$ cat src/hdl/afx_pkg.sv
// Shared types and codes for the acknowledged frame exchange retry core.
package afx_pkg;

    // Event codes on the input channel
    localparam logic [1:0] ACT_START   = 2'd0;
    localparam logic [1:0] ACT_TX_DONE = 2'd1;
    localparam logic [1:0] ACT_FRAME   = 2'd2;
    localparam logic [1:0] ACT_TIMEOUT = 2'd3;

    // Arrived frame kinds
    localparam logic [1:0] KIND_OTHER = 2'd0;
    localparam logic [1:0] KIND_ACK   = 2'd1;
    localparam logic [1:0] KIND_CTS   = 2'd2;

    // Exchange outcome codes
    localparam logic [1:0] OUT_NONE    = 2'd0;
    localparam logic [1:0] OUT_SUCCESS = 2'd1;
    localparam logic [1:0] OUT_FAILURE = 2'd2;

    // Configuration register indexes
    localparam logic [1:0] CFG_CW_MIN      = 2'd0;
    localparam logic [1:0] CFG_CW_MAX      = 2'd1;
    localparam logic [1:0] CFG_MAX_RETRIES = 2'd2;
    localparam logic [1:0] CFG_MODE        = 2'd3;

    // Exchange modes
    localparam logic MODE_DATA = 1'b0;
    localparam logic MODE_RTS  = 1'b1;

    // Field masks applied on configuration writes
    localparam logic [9:0] CW_FIELD_MASK    = 10'h3FF;
    localparam logic [7:0] RETRY_FIELD_MASK = 8'hFF;

    typedef enum logic [2:0] {
        PH_IDLE      = 3'd0,
        PH_SEND      = 3'd1,
        PH_WAIT      = 3'd2,
        PH_DONE_OK   = 3'd3,
        PH_DONE_FAIL = 3'd4
    } phase_t;

    // Control part of one result transaction
    typedef struct packed {
        logic       send_frame;
        logic       retry_bit;
        logic       arm_timer;
        logic       pass_up;
        logic [1:0] outcome;
    } flags_t;

endpackage

$ cat src/hdl/afx_input_stage.sv
// Input register of the exchange core: holds one accepted event transaction.
module afx_input_stage (
    input  logic       clk,
    input  logic       rst_n,
    input  logic       in_valid,
    output logic       in_ready,
    input  logic [1:0] action,
    input  logic [1:0] frame_kind,
    input  logic       advance,
    output logic       held_valid,
    output logic [1:0] held_action,
    output logic [1:0] held_kind
);

    logic       valid_reg;
    logic       valid_next;
    logic [1:0] action_reg;
    logic [1:0] kind_reg;

    // Take a new transaction whenever the held one leaves or none is held
    assign in_ready = !valid_reg || advance;

    always_comb
    begin
        valid_next = valid_reg;
        if (in_ready)
        begin
            valid_next = in_valid;
        end
    end

    // Hold the valid flag
    always_ff @(posedge clk or negedge rst_n)
    begin
        if (!rst_n)
        begin
            valid_reg <= 1'b0;
        end
        else
        begin
            valid_reg <= valid_next;
        end
    end

    // Capture payload on acceptance
    always_ff @(posedge clk)
    begin
        if (in_valid && in_ready)
        begin
            action_reg <= action;
            kind_reg   <= frame_kind;
        end
    end

    assign held_valid  = valid_reg;
    assign held_action = action_reg;
    assign held_kind   = kind_reg;

endmodule

$ cat src/hdl/afx_exchange_fsm.sv
// Exchange state machine with configuration registers, window and retry count.
module afx_exchange_fsm #(
    parameter int WINDOW_BITS = 10,
    parameter int RETRY_BITS  = 8,
    parameter int CFG_BITS    = 10
) (
    input  logic                   clk,
    input  logic                   rst_n,
    input  logic                   cfg_write,
    input  logic [1:0]             cfg_index,
    input  logic [CFG_BITS-1:0]    cfg_data,
    input  logic                   step,
    input  logic [1:0]             action,
    input  logic [1:0]             frame_kind,
    output afx_pkg::flags_t        flags,
    output logic [WINDOW_BITS-1:0] send_window
);

    logic [WINDOW_BITS-1:0] cw_min_reg;
    logic [WINDOW_BITS-1:0] cw_max_reg;
    logic [RETRY_BITS-1:0]  max_retries_reg;
    logic                   mode_reg;

    afx_pkg::phase_t        phase_reg;
    afx_pkg::phase_t        phase_next;
    logic [WINDOW_BITS-1:0] window_reg;
    logic [WINDOW_BITS-1:0] window_next;
    logic [RETRY_BITS-1:0]  retries_reg;
    logic [RETRY_BITS-1:0]  retries_next;

    logic [WINDOW_BITS:0]   doubled;
    logic [WINDOW_BITS-1:0] grown;
    logic [1:0]             wanted_kind;
    logic                   can_start;
    logic                   can_retry;

    // Write configuration registers
    always_ff @(posedge clk or negedge rst_n)
    begin
        if (!rst_n)
        begin
            cw_min_reg      <= WINDOW_BITS'(15);
            cw_max_reg      <= WINDOW_BITS'(1023);
            max_retries_reg <= RETRY_BITS'(7);
            mode_reg        <= afx_pkg::MODE_DATA;
        end
        else if (cfg_write)
        begin
            case (cfg_index)
                afx_pkg::CFG_CW_MIN:
                    cw_min_reg <= cfg_data[WINDOW_BITS-1:0]
                                  & WINDOW_BITS'(afx_pkg::CW_FIELD_MASK);
                afx_pkg::CFG_CW_MAX:
                    cw_max_reg <= cfg_data[WINDOW_BITS-1:0]
                                  & WINDOW_BITS'(afx_pkg::CW_FIELD_MASK);
                afx_pkg::CFG_MAX_RETRIES:
                    max_retries_reg <= cfg_data[RETRY_BITS-1:0]
                                       & RETRY_BITS'(afx_pkg::RETRY_FIELD_MASK);
                afx_pkg::CFG_MODE:
                    mode_reg <= cfg_data[0];
                default:
                    mode_reg <= mode_reg;
            endcase
        end
    end

    // Grow the window as 2w+1, clamped to cw_max; keep it once at the limit
    always_comb
    begin
        doubled = {window_reg, 1'b1};
        if (window_reg >= cw_max_reg)
        begin
            grown = window_reg;
        end
        else if (doubled > {1'b0, cw_max_reg})
        begin
            grown = cw_max_reg;
        end
        else
        begin
            grown = doubled[WINDOW_BITS-1:0];
        end
    end

    assign wanted_kind = (mode_reg == afx_pkg::MODE_RTS) ? afx_pkg::KIND_CTS
                                                         : afx_pkg::KIND_ACK;
    assign can_start   = phase_reg inside {afx_pkg::PH_IDLE, afx_pkg::PH_DONE_OK,
                                           afx_pkg::PH_DONE_FAIL};
    assign can_retry   = retries_reg < max_retries_reg;

    // Next state
    always_comb
    begin
        phase_next   = phase_reg;
        window_next  = window_reg;
        retries_next = retries_reg;
        case (action)
            afx_pkg::ACT_START:
            begin
                if (can_start)
                begin
                    phase_next   = afx_pkg::PH_SEND;
                    window_next  = cw_min_reg;
                    retries_next = '0;
                end
            end
            afx_pkg::ACT_TX_DONE:
            begin
                if (phase_reg == afx_pkg::PH_SEND)
                begin
                    phase_next = afx_pkg::PH_WAIT;
                end
            end
            afx_pkg::ACT_FRAME:
            begin
                if (phase_reg == afx_pkg::PH_WAIT)
                begin
                    phase_next = (frame_kind == wanted_kind) ? afx_pkg::PH_DONE_OK
                                                             : afx_pkg::PH_DONE_FAIL;
                end
            end
            afx_pkg::ACT_TIMEOUT:
            begin
                if (phase_reg == afx_pkg::PH_WAIT)
                begin
                    if (can_retry)
                    begin
                        phase_next   = afx_pkg::PH_SEND;
                        window_next  = grown;
                        retries_next = retries_reg + RETRY_BITS'(1);
                    end
                    else
                    begin
                        phase_next = afx_pkg::PH_DONE_FAIL;
                    end
                end
            end
            default:
            begin
                phase_next = phase_reg;
            end
        endcase
    end

    // Result fields
    always_comb
    begin
        flags       = '0;
        send_window = '0;
        case (action)
            afx_pkg::ACT_START:
            begin
                if (can_start)
                begin
                    flags.send_frame = 1'b1;
                    send_window      = cw_min_reg;
                end
            end
            afx_pkg::ACT_TX_DONE:
            begin
                flags.arm_timer = (phase_reg == afx_pkg::PH_SEND);
            end
            afx_pkg::ACT_FRAME:
            begin
                if (phase_reg == afx_pkg::PH_SEND)
                begin
                    flags.pass_up = 1'b1;
                end
                else if (phase_reg == afx_pkg::PH_WAIT)
                begin
                    if (frame_kind == wanted_kind)
                    begin
                        flags.outcome = afx_pkg::OUT_SUCCESS;
                    end
                    else
                    begin
                        flags.pass_up = 1'b1;
                        flags.outcome = afx_pkg::OUT_FAILURE;
                    end
                end
            end
            afx_pkg::ACT_TIMEOUT:
            begin
                if (phase_reg == afx_pkg::PH_WAIT)
                begin
                    if (can_retry)
                    begin
                        flags.send_frame = 1'b1;
                        flags.retry_bit  = (mode_reg == afx_pkg::MODE_DATA);
                        send_window      = grown;
                    end
                    else
                    begin
                        flags.outcome = afx_pkg::OUT_FAILURE;
                    end
                end
            end
            default:
            begin
                flags = '0;
            end
        endcase
    end

    // Advance exchange state on each processed event
    always_ff @(posedge clk or negedge rst_n)
    begin
        if (!rst_n)
        begin
            phase_reg   <= afx_pkg::PH_IDLE;
            window_reg  <= '0;
            retries_reg <= '0;
        end
        else if (step)
        begin
            phase_reg   <= phase_next;
            window_reg  <= window_next;
            retries_reg <= retries_next;
        end
    end

endmodule

$ cat src/hdl/afx_result_stage.sv
// Output register of the exchange core: holds one result transaction.
module afx_result_stage #(
    parameter int WINDOW_BITS = 10
) (
    input  logic                   clk,
    input  logic                   rst_n,
    input  logic                   load,
    input  afx_pkg::flags_t        flags,
    input  logic [WINDOW_BITS-1:0] window,
    output logic                   slot_free,
    output logic                   out_valid,
    input  logic                   out_ready,
    output logic                   send_frame,
    output logic [WINDOW_BITS-1:0] send_window,
    output logic                   retry_bit,
    output logic                   arm_timer,
    output logic                   pass_up,
    output logic [1:0]             outcome
);

    logic                   valid_reg;
    logic                   valid_next;
    afx_pkg::flags_t        flags_reg;
    logic [WINDOW_BITS-1:0] window_reg;

    // Slot frees when empty or when the receiver takes the held transaction
    assign slot_free = !valid_reg || out_ready;

    always_comb
    begin
        valid_next = valid_reg;
        if (slot_free)
        begin
            valid_next = load;
        end
    end

    // Hold the valid flag
    always_ff @(posedge clk or negedge rst_n)
    begin
        if (!rst_n)
        begin
            valid_reg <= 1'b0;
        end
        else
        begin
            valid_reg <= valid_next;
        end
    end

    // Capture the result payload
    always_ff @(posedge clk)
    begin
        if (load && slot_free)
        begin
            flags_reg  <= flags;
            window_reg <= window;
        end
    end

    assign out_valid   = valid_reg;
    assign send_frame  = flags_reg.send_frame;
    assign send_window = window_reg;
    assign retry_bit   = flags_reg.retry_bit;
    assign arm_timer   = flags_reg.arm_timer;
    assign pass_up     = flags_reg.pass_up;
    assign outcome     = flags_reg.outcome;

endmodule

$ cat src/hdl/acked_frame_exchange_retry_core.sv
// Top level of the acknowledged frame exchange sender with retry and backoff.
//
// Usage:
//   Input channel (in_valid/in_ready, action, frame_kind) carries one MAC event
//   per transaction: start, transmission finished, frame arrived, reply timeout.
//   Every event yields exactly one result transaction on the output channel
//   (out_valid/out_ready): send_frame with send_window and retry_bit, arm_timer,
//   pass_up and the exchange outcome.
//   Configuration channel (cfg_valid/cfg_ready, cfg_index, cfg_data) writes
//   cw_min, cw_max, max_retries and exchange_mode; cfg_ready is always high.
//   Write it only while no event is in flight.
// Timing:
//   An event is registered on acceptance, processed against the exchange state
//   once the output slot is free and its result is registered in the output
//   register, which raises out_valid. One event per cycle is taken while
//   out_ready stays high; the state update is a single combinational pass.
// Reset:
//   rst_n clears both stage valid flags and the exchange state to idle and
//   reloads the configuration defaults (15, 1023, 7, data mode).
// Stall:
//   While out_ready is low the result is held; the input register takes one more
//   event only if empty, after which in_ready drops until the result is taken.
module acked_frame_exchange_retry_core #(
    parameter int WINDOW_BITS = 10,
    parameter int RETRY_BITS  = 8
) (
    input  logic                   clk,
    input  logic                   rst_n,
    input  logic                   in_valid,
    output logic                   in_ready,
    input  logic [1:0]             action,
    input  logic [1:0]             frame_kind,
    output logic                   out_valid,
    input  logic                   out_ready,
    output logic                   send_frame,
    output logic [WINDOW_BITS-1:0] send_window,
    output logic                   retry_bit,
    output logic                   arm_timer,
    output logic                   pass_up,
    output logic [1:0]             outcome,
    input  logic                   cfg_valid,
    output logic                   cfg_ready,
    input  logic [1:0]             cfg_index,
    input  logic [((WINDOW_BITS > RETRY_BITS) ? WINDOW_BITS : RETRY_BITS)-1:0] cfg_data
);

    localparam int CFG_BITS = (WINDOW_BITS > RETRY_BITS) ? WINDOW_BITS : RETRY_BITS;

    logic                   slot_free;
    logic                   held_valid;
    logic [1:0]             held_action;
    logic [1:0]             held_kind;
    afx_pkg::flags_t        step_flags;
    logic [WINDOW_BITS-1:0] step_window;

    assign cfg_ready = 1'b1;

    afx_input_stage u_input (
        .clk         (clk),
        .rst_n       (rst_n),
        .in_valid    (in_valid),
        .in_ready    (in_ready),
        .action      (action),
        .frame_kind  (frame_kind),
        .advance     (slot_free),
        .held_valid  (held_valid),
        .held_action (held_action),
        .held_kind   (held_kind)
    );

    afx_exchange_fsm #(
        .WINDOW_BITS (WINDOW_BITS),
        .RETRY_BITS  (RETRY_BITS),
        .CFG_BITS    (CFG_BITS)
    ) u_fsm (
        .clk         (clk),
        .rst_n       (rst_n),
        .cfg_write   (cfg_valid && cfg_ready),
        .cfg_index   (cfg_index),
        .cfg_data    (cfg_data),
        .step        (held_valid && slot_free),
        .action      (held_action),
        .frame_kind  (held_kind),
        .flags       (step_flags),
        .send_window (step_window)
    );

    afx_result_stage #(
        .WINDOW_BITS (WINDOW_BITS)
    ) u_result (
        .clk         (clk),
        .rst_n       (rst_n),
        .load        (held_valid),
        .flags       (step_flags),
        .window      (step_window),
        .slot_free   (slot_free),
        .out_valid   (out_valid),
        .out_ready   (out_ready),
        .send_frame  (send_frame),
        .send_window (send_window),
        .retry_bit   (retry_bit),
        .arm_timer   (arm_timer),
        .pass_up     (pass_up),
        .outcome     (outcome)
    );

endmodule

$ cat config.mk
export PLATFORM = sky130hd
export DESIGN_NAME = acked_frame_exchange_retry_core
export DESIGN_NICKNAME = d
export VERILOG_FILES = /design/src/hdl/afx_pkg.sv /design/src/hdl/afx_input_stage.sv /design/src/hdl/afx_exchange_fsm.sv /design/src/hdl/afx_result_stage.sv /design/src/hdl/acked_frame_exchange_retry_core.sv
export SDC_FILE = /design/constraint.sdc
export NUM_CORES = 1
export LEC_CHECK = 0
export ABC_AREA = 1
export BUFFER_PORTS_ARGS = -buffer_cell sky130_fd_sc_hd__buf_4
export CAP_MARGIN = 20
export CORE_MARGIN = 3
export CORE_UTILIZATION = 45
export DETAILED_ROUTE_END_ITERATION = 7
export MAX_ROUTING_LAYER = met4
export PLACE_DENSITY_LB_ADDON = 0.12
export SYNTH_ARGS = -nofsm -noshare
export SYNTH_HDL_FRONTEND = slang
export SYNTH_SLANG_ARGS = --single-unit
export TNS_END_PERCENT = 30
$ cat constraint.sdc
create_clock -name clk -period 1.8 [get_ports clk]
set_input_delay 0.09 -clock clk [delete_from_list [all_inputs] [get_ports clk]]
set_output_delay 0.09 -clock clk [all_outputs]
set_load 0.02 [all_outputs]
# Yosys cells after proc, flatten, opt, wreduce, memory -nomap -nowiden
# Cells that the tools add are included.
# op_classes
n_addsub	1
mul	0
n_div	0
n_lt_le_gt_ge	3
eq_ne	16
shifts	0
mux	34
bitwise	1
reduce_logical	18
# op_table
cell	count
2-to-1 mux 10 bit	8
one-hot mux 10 bit (2 select lines)	2
2-to-1 mux 8 bit	3
2-to-1 mux 3 bit	7
one-hot mux 8 bit (2 select lines)	1
2-to-1 mux 2 bit	7
one-hot mux 3 bit (4 select lines)	1
> comparator 11 x 10 -> 1 bit	1
greater-or-equal comparator 10 bit	1
inequality test 2 x 1 -> 1 bit (second input constant)	5
AND reduction 5 bit	2
adder 8 x 1 -> 8 bit (second input constant)	1
== test 2 bit (second input constant)	4
< comparator 8 bit	1
AND reduction 2 bit	4
== test 3 x 2 -> 1 bit (second input constant)	2
== test 2 x 1 -> 1 bit (second input constant)	2
logical NOT 2 bit	2
one-hot mux 2 bit (2 select lines)	1
== test 3 x 1 -> 1 bit (second input constant)	1
== test 3 bit (second input constant)	1
logical NOT 3 bit	1
2-to-1 mux 1 bit	3
AND reduction 3 bit	1
other kinds (8)	11
# totals
reg_bits	72
latchBits	0
mem_bits_rw	0
rom_bits	0
in_bits	21
output_inout_bits	19
word_cells	90
mem_count	0

# Depth between registers and ports, before layout
# logic_depth
word_depth	6
depth_mapped	15
ltp_nobuf	15

# Modules after synthesis
# A second synthesis with hierarchy kept.
# hier_totals
hier_cells	519
area_unflattened_um2	4227.8
# modules_own_cells
mod	n_inst	cells_each	area_per_inst_um2	seq_area_each_um2
afx_exchange_fsm	1	483	3518.4	1272.5
afx_result_stage	1	22	525.5	505.5
afx_input_stage	1	10	165.2	145.1
acked_frame_exchange_retry_core	1	4	18.8	0.0

# Least setup slack after synthesis
# OpenSTA, ideal clock, no wires.
# synth_timing
kind	flip-flop to flip-flop
start	reg u_fsm.cw_max_reg[9]
end	reg u_result.window_reg[1] (netlist: u_result.send_window[1]), data pin
setup_time_ns	0.270
t_arrival_ns	1.691
required_ns	1.530
setup_slack_ns	-0.162
stages_incl_launch_ff	12
n_path_buf	1
period_less_slack_ns	1.962
cell_sequence	dfstp_2 inv_1 ha_1 nand2_1 inv_1 a21oi_1 nand3_2 buf_4 nand3_1 nand3_1 nand3_1 a21oi_1
# synth_between
elab_chain_len	6
elab_cells_between_ends	7
cone_classes	2 x order compare; 5 x mux
# synth_rtl
element	line	rtl
from (decl)	afx_exchange_fsm.sv:20	logic [WINDOW_BITS-1:0] cw_max_reg;
from (signal assigned)	afx_exchange_fsm.sv:54	cw_max_reg <= cfg_data[WINDOW_BITS-1:0]
> comparator 11 x 10 -> 1 bit	afx_exchange_fsm.sv:75	else if (doubled > {1'b0, cw_max_reg})
2-to-1 mux 10 bit	afx_exchange_fsm.sv:75	
2-to-1 mux 10 bit *	afx_exchange_fsm.sv:71	if (window_reg >= cw_max_reg)
2-to-1 mux 10 bit *	afx_exchange_fsm.sv:186	if (can_retry)
2-to-1 mux 10 bit *	afx_exchange_fsm.sv:184	if (phase_reg == afx_pkg::PH_WAIT)
one-hot mux 10 bit (2 select lines) *	afx_exchange_fsm.sv:150	case (action)
via step_window[1]	acked_frame_exchange_retry_core.sv:54	logic [WINDOW_BITS-1:0] step_window;
to (signal assigned)	afx_result_stage.sv:57	window_reg <= window;
to (decl)	afx_result_stage.sv:24	logic [WINDOW_BITS-1:0] window_reg;
# Mark *: on every way through the listed nets, which the timed path passes. The rest lies on a longest branch.
# A chain may end at the register's enable or synchronous reset.

# Final worst setup path
# layout_timing
start	reg u_fsm.cw_max_reg[9]
end	reg u_result.window_reg[0] (netlist: u_result.send_window[0]), data pin
# The elaborated chain is that of the path after synthesis.

==> run metrics <==
DRT Pass-1 Iters 5; status finished with violations; syn avg cell area 7.923 µm²; CTS clock-pin slew for the worst setup and hold paths 0.08 ns; Worst R2R Path Depth 12; flops & latches, synth 72; worst slew pin tran 0.6952 ns; Synth area leaders dfrtp_1, nand2_1, edfxtp_1, dfstp_2, ha_1; initial antenna violation count 0; relative slew slack 0.5365; PwrDens 1500 nW/µm²; ys async rst share 0.7222; Worst EP arrival 2.33 ns; PnR worst setup slack -0.3269 ns; global-route wire length before repair 17,290 µm; Synth Flop Type dfrtp_1; Max Slew Vio Count 0; Fill cells 735; Hold Crit Depth 3; Distinct cells, synth 33; kind of critical path flop to flop; cts bufs inserted 9; P_leak 2.777 nW; H-tree levels 3; RD Place Congestion 0.9249; worst skew pair latency 0.35 ns; dpl hpwl 7673 µm; Rows 34; ant diodes 0; initial DRC count 182; port bufs 38; Hold Fails Final Rpt 0; crit path capture type flop; Die Wd 102.8 µm; DRC 0; clk root buf clkbuf_8; Worst Skew 0.01052 ns; RSZ-0062 raised after global routing true; Routed Antenna Nets 0; largest net degree at the start of global routing 53; Vias/cell 5.058; area of the multi-input gates 2420 µm²; Place WS -0.3730 ns; die area 10,560 µm²; clock sink count 72; Tcrit/Tclk final 1.182; syn nets 584; overall global routing resource usage 0.2201; EDFF count, synth 20; initial core utilization 0.4741; Die H 102.8 µm; vias in the first global route 3,593; Top Usage Layer GRT met2; max-cap viol count 0; Setup Viol. Count Final 21; fin util 0.6541; Setup TNS Final -5.209 ns; area delta synth->final 37.96%; drt total wl 11,160 µm; post-synthesis cell count 532; post-synth top area share 0.2078; Layout Nets 680; Synthesis Warnings 0; worst hold margin 0.01685 ns; I/O pin total 40; core region area 8891 µm²; share of cells above drive strength 1 0.3491; via count 3,748; CTS tree built; CTS max path bufs 2; CP required 2.00 ns; f_max 470.2 MHz; startpoint types flop; DR WL/cell 15.06 µm; Hold Crit Class input port to flop; GRT met3 Usage 0.03654; failing checks negative setup slack; Synth Cell Area 4215 µm²; Seq/Total Area, Yosys 0.4562; FF+latch area 1923 µm²; crit-path max FO 5; Worst VDD drop 0.6169 mV; GR Util met2 0.3471; gr ovfl total 0; post-synth top area cell dfrtp_1; fin crit period 2.127 ns; met1 Resource Use GR 0.2944
## power breakdown
group	leakage [nW]	switching, mW	internal (mW)
sequential	0.824	0.336	2.08
combinational	1.84	2.66	2.14
clock	0.116	0.658	0.850
total	2.78	3.65	5.07
## stage by stage
stage | total power, mW | instance area (µm²) | cells
floorplan | 4.703 | 4349 | 532
finish | 8.724 | 5816 | 741
detailed placement | 5.870 | 5040 | 708
CTS | 7.774 | 5478 | 733
global route | 9.368 | 5816 | 741
global placement | 5.790 | 5040 | 708
## synth_stat cells, drive strengths merged (2+ instances only)
master	n
nand2	176
nand4	4
nand3	41
dfrtp	35
clkbuf	8
ha	31
buf	9
o21a	2
edfxtp	20
o211ai	2
dfstp	17
xor2	4
o21ai	44
inv	69
a21oi	21
nor2	43
## critical path, cell delays in order (launching register included)
cell       delay, ns
dfstp_2         0.54
inv_2           0.06
ha_4            0.26
nand2_1         0.09
nor2_4          0.14
nand2_2         0.07
nor2_4          0.11
nor2_4          0.06
buf_4           0.14
clkbuf_16       0.15
o21ai_1         0.13
nand2_1         0.09
a21oi_2         0.13
## final timing paths
kind	startpoint	end	slack (ns)
max	u_fsm.cw_max_reg[9]	u_result.send_window[0]	-0.33
min	cfg_data[8]	u_fsm.cw_max_reg[8]	0.02
max reg2reg	u_fsm.cw_max_reg[9]	u_result.send_window[0]	-0.33
min reg2reg	u_fsm.max_retries_reg[4]	u_fsm.max_retries_reg[4]	0.49
max in group asynchronous	rst_n	u_fsm.max_retries_reg[4]	1.01
min in group asynchronous	rst_n	u_fsm.phase_reg[1]	0.32
## routing by layer
layer  up-vias  wire length, µm
met3        18              450
met4         0              206
li1       1898                -
met2        86             5373
met1      1746             5129
met5         -                0
## cells by family after synthesis
kind of cell / after synthesis / synth area share
AO/OA/AOI/OAI: 71 / 0.09023
XOR/XNOR: 5 / 0.01039
adder cells (fa/ha/maj): 31 / 0.09201
buffers and inverters: 86 / 0.08222
flip-flops: 72 / 0.4562
other: 1 / 0.0008896
AND/OR/NAND/NOR: 266 / 0.2680
## cells in the final DEF, fill, tap and decap left out, types with 15 or more instances in the layout
master,netlist,final
buf_4,3,84
dfrtp_1,35,35
dfstp_2,17,17
edfxtp_1,20,20
ha_1,31,19
inv_1,65,56
nand2_1,174,155
nand3_1,40,22
nand3_2,1,15
nor2_1,29,27
o21ai_0,36,36
## final cells by class
cell class / instances / area share
clock inverters: 3 / 0.007530
clock buffers: 13 / 0.03292
inverters: 69 / 0.04626
repair buffers: 100 / 0.1433
well taps: 108 / 0.02324
multi-input cells: 376 / 0.4161
flip-flops and latches: 72 / 0.3307
## what timing repair did
item,in CTS,in global routing
cloned,0,3
setup buffers,2,5
endpoints found under the setup margin,31,32
endpoints found under the hold margin,41,0
gates resized for setup,26,51
pin swaps,14,16
hold buffers,7,0
(Power assumes the default switching activity.)
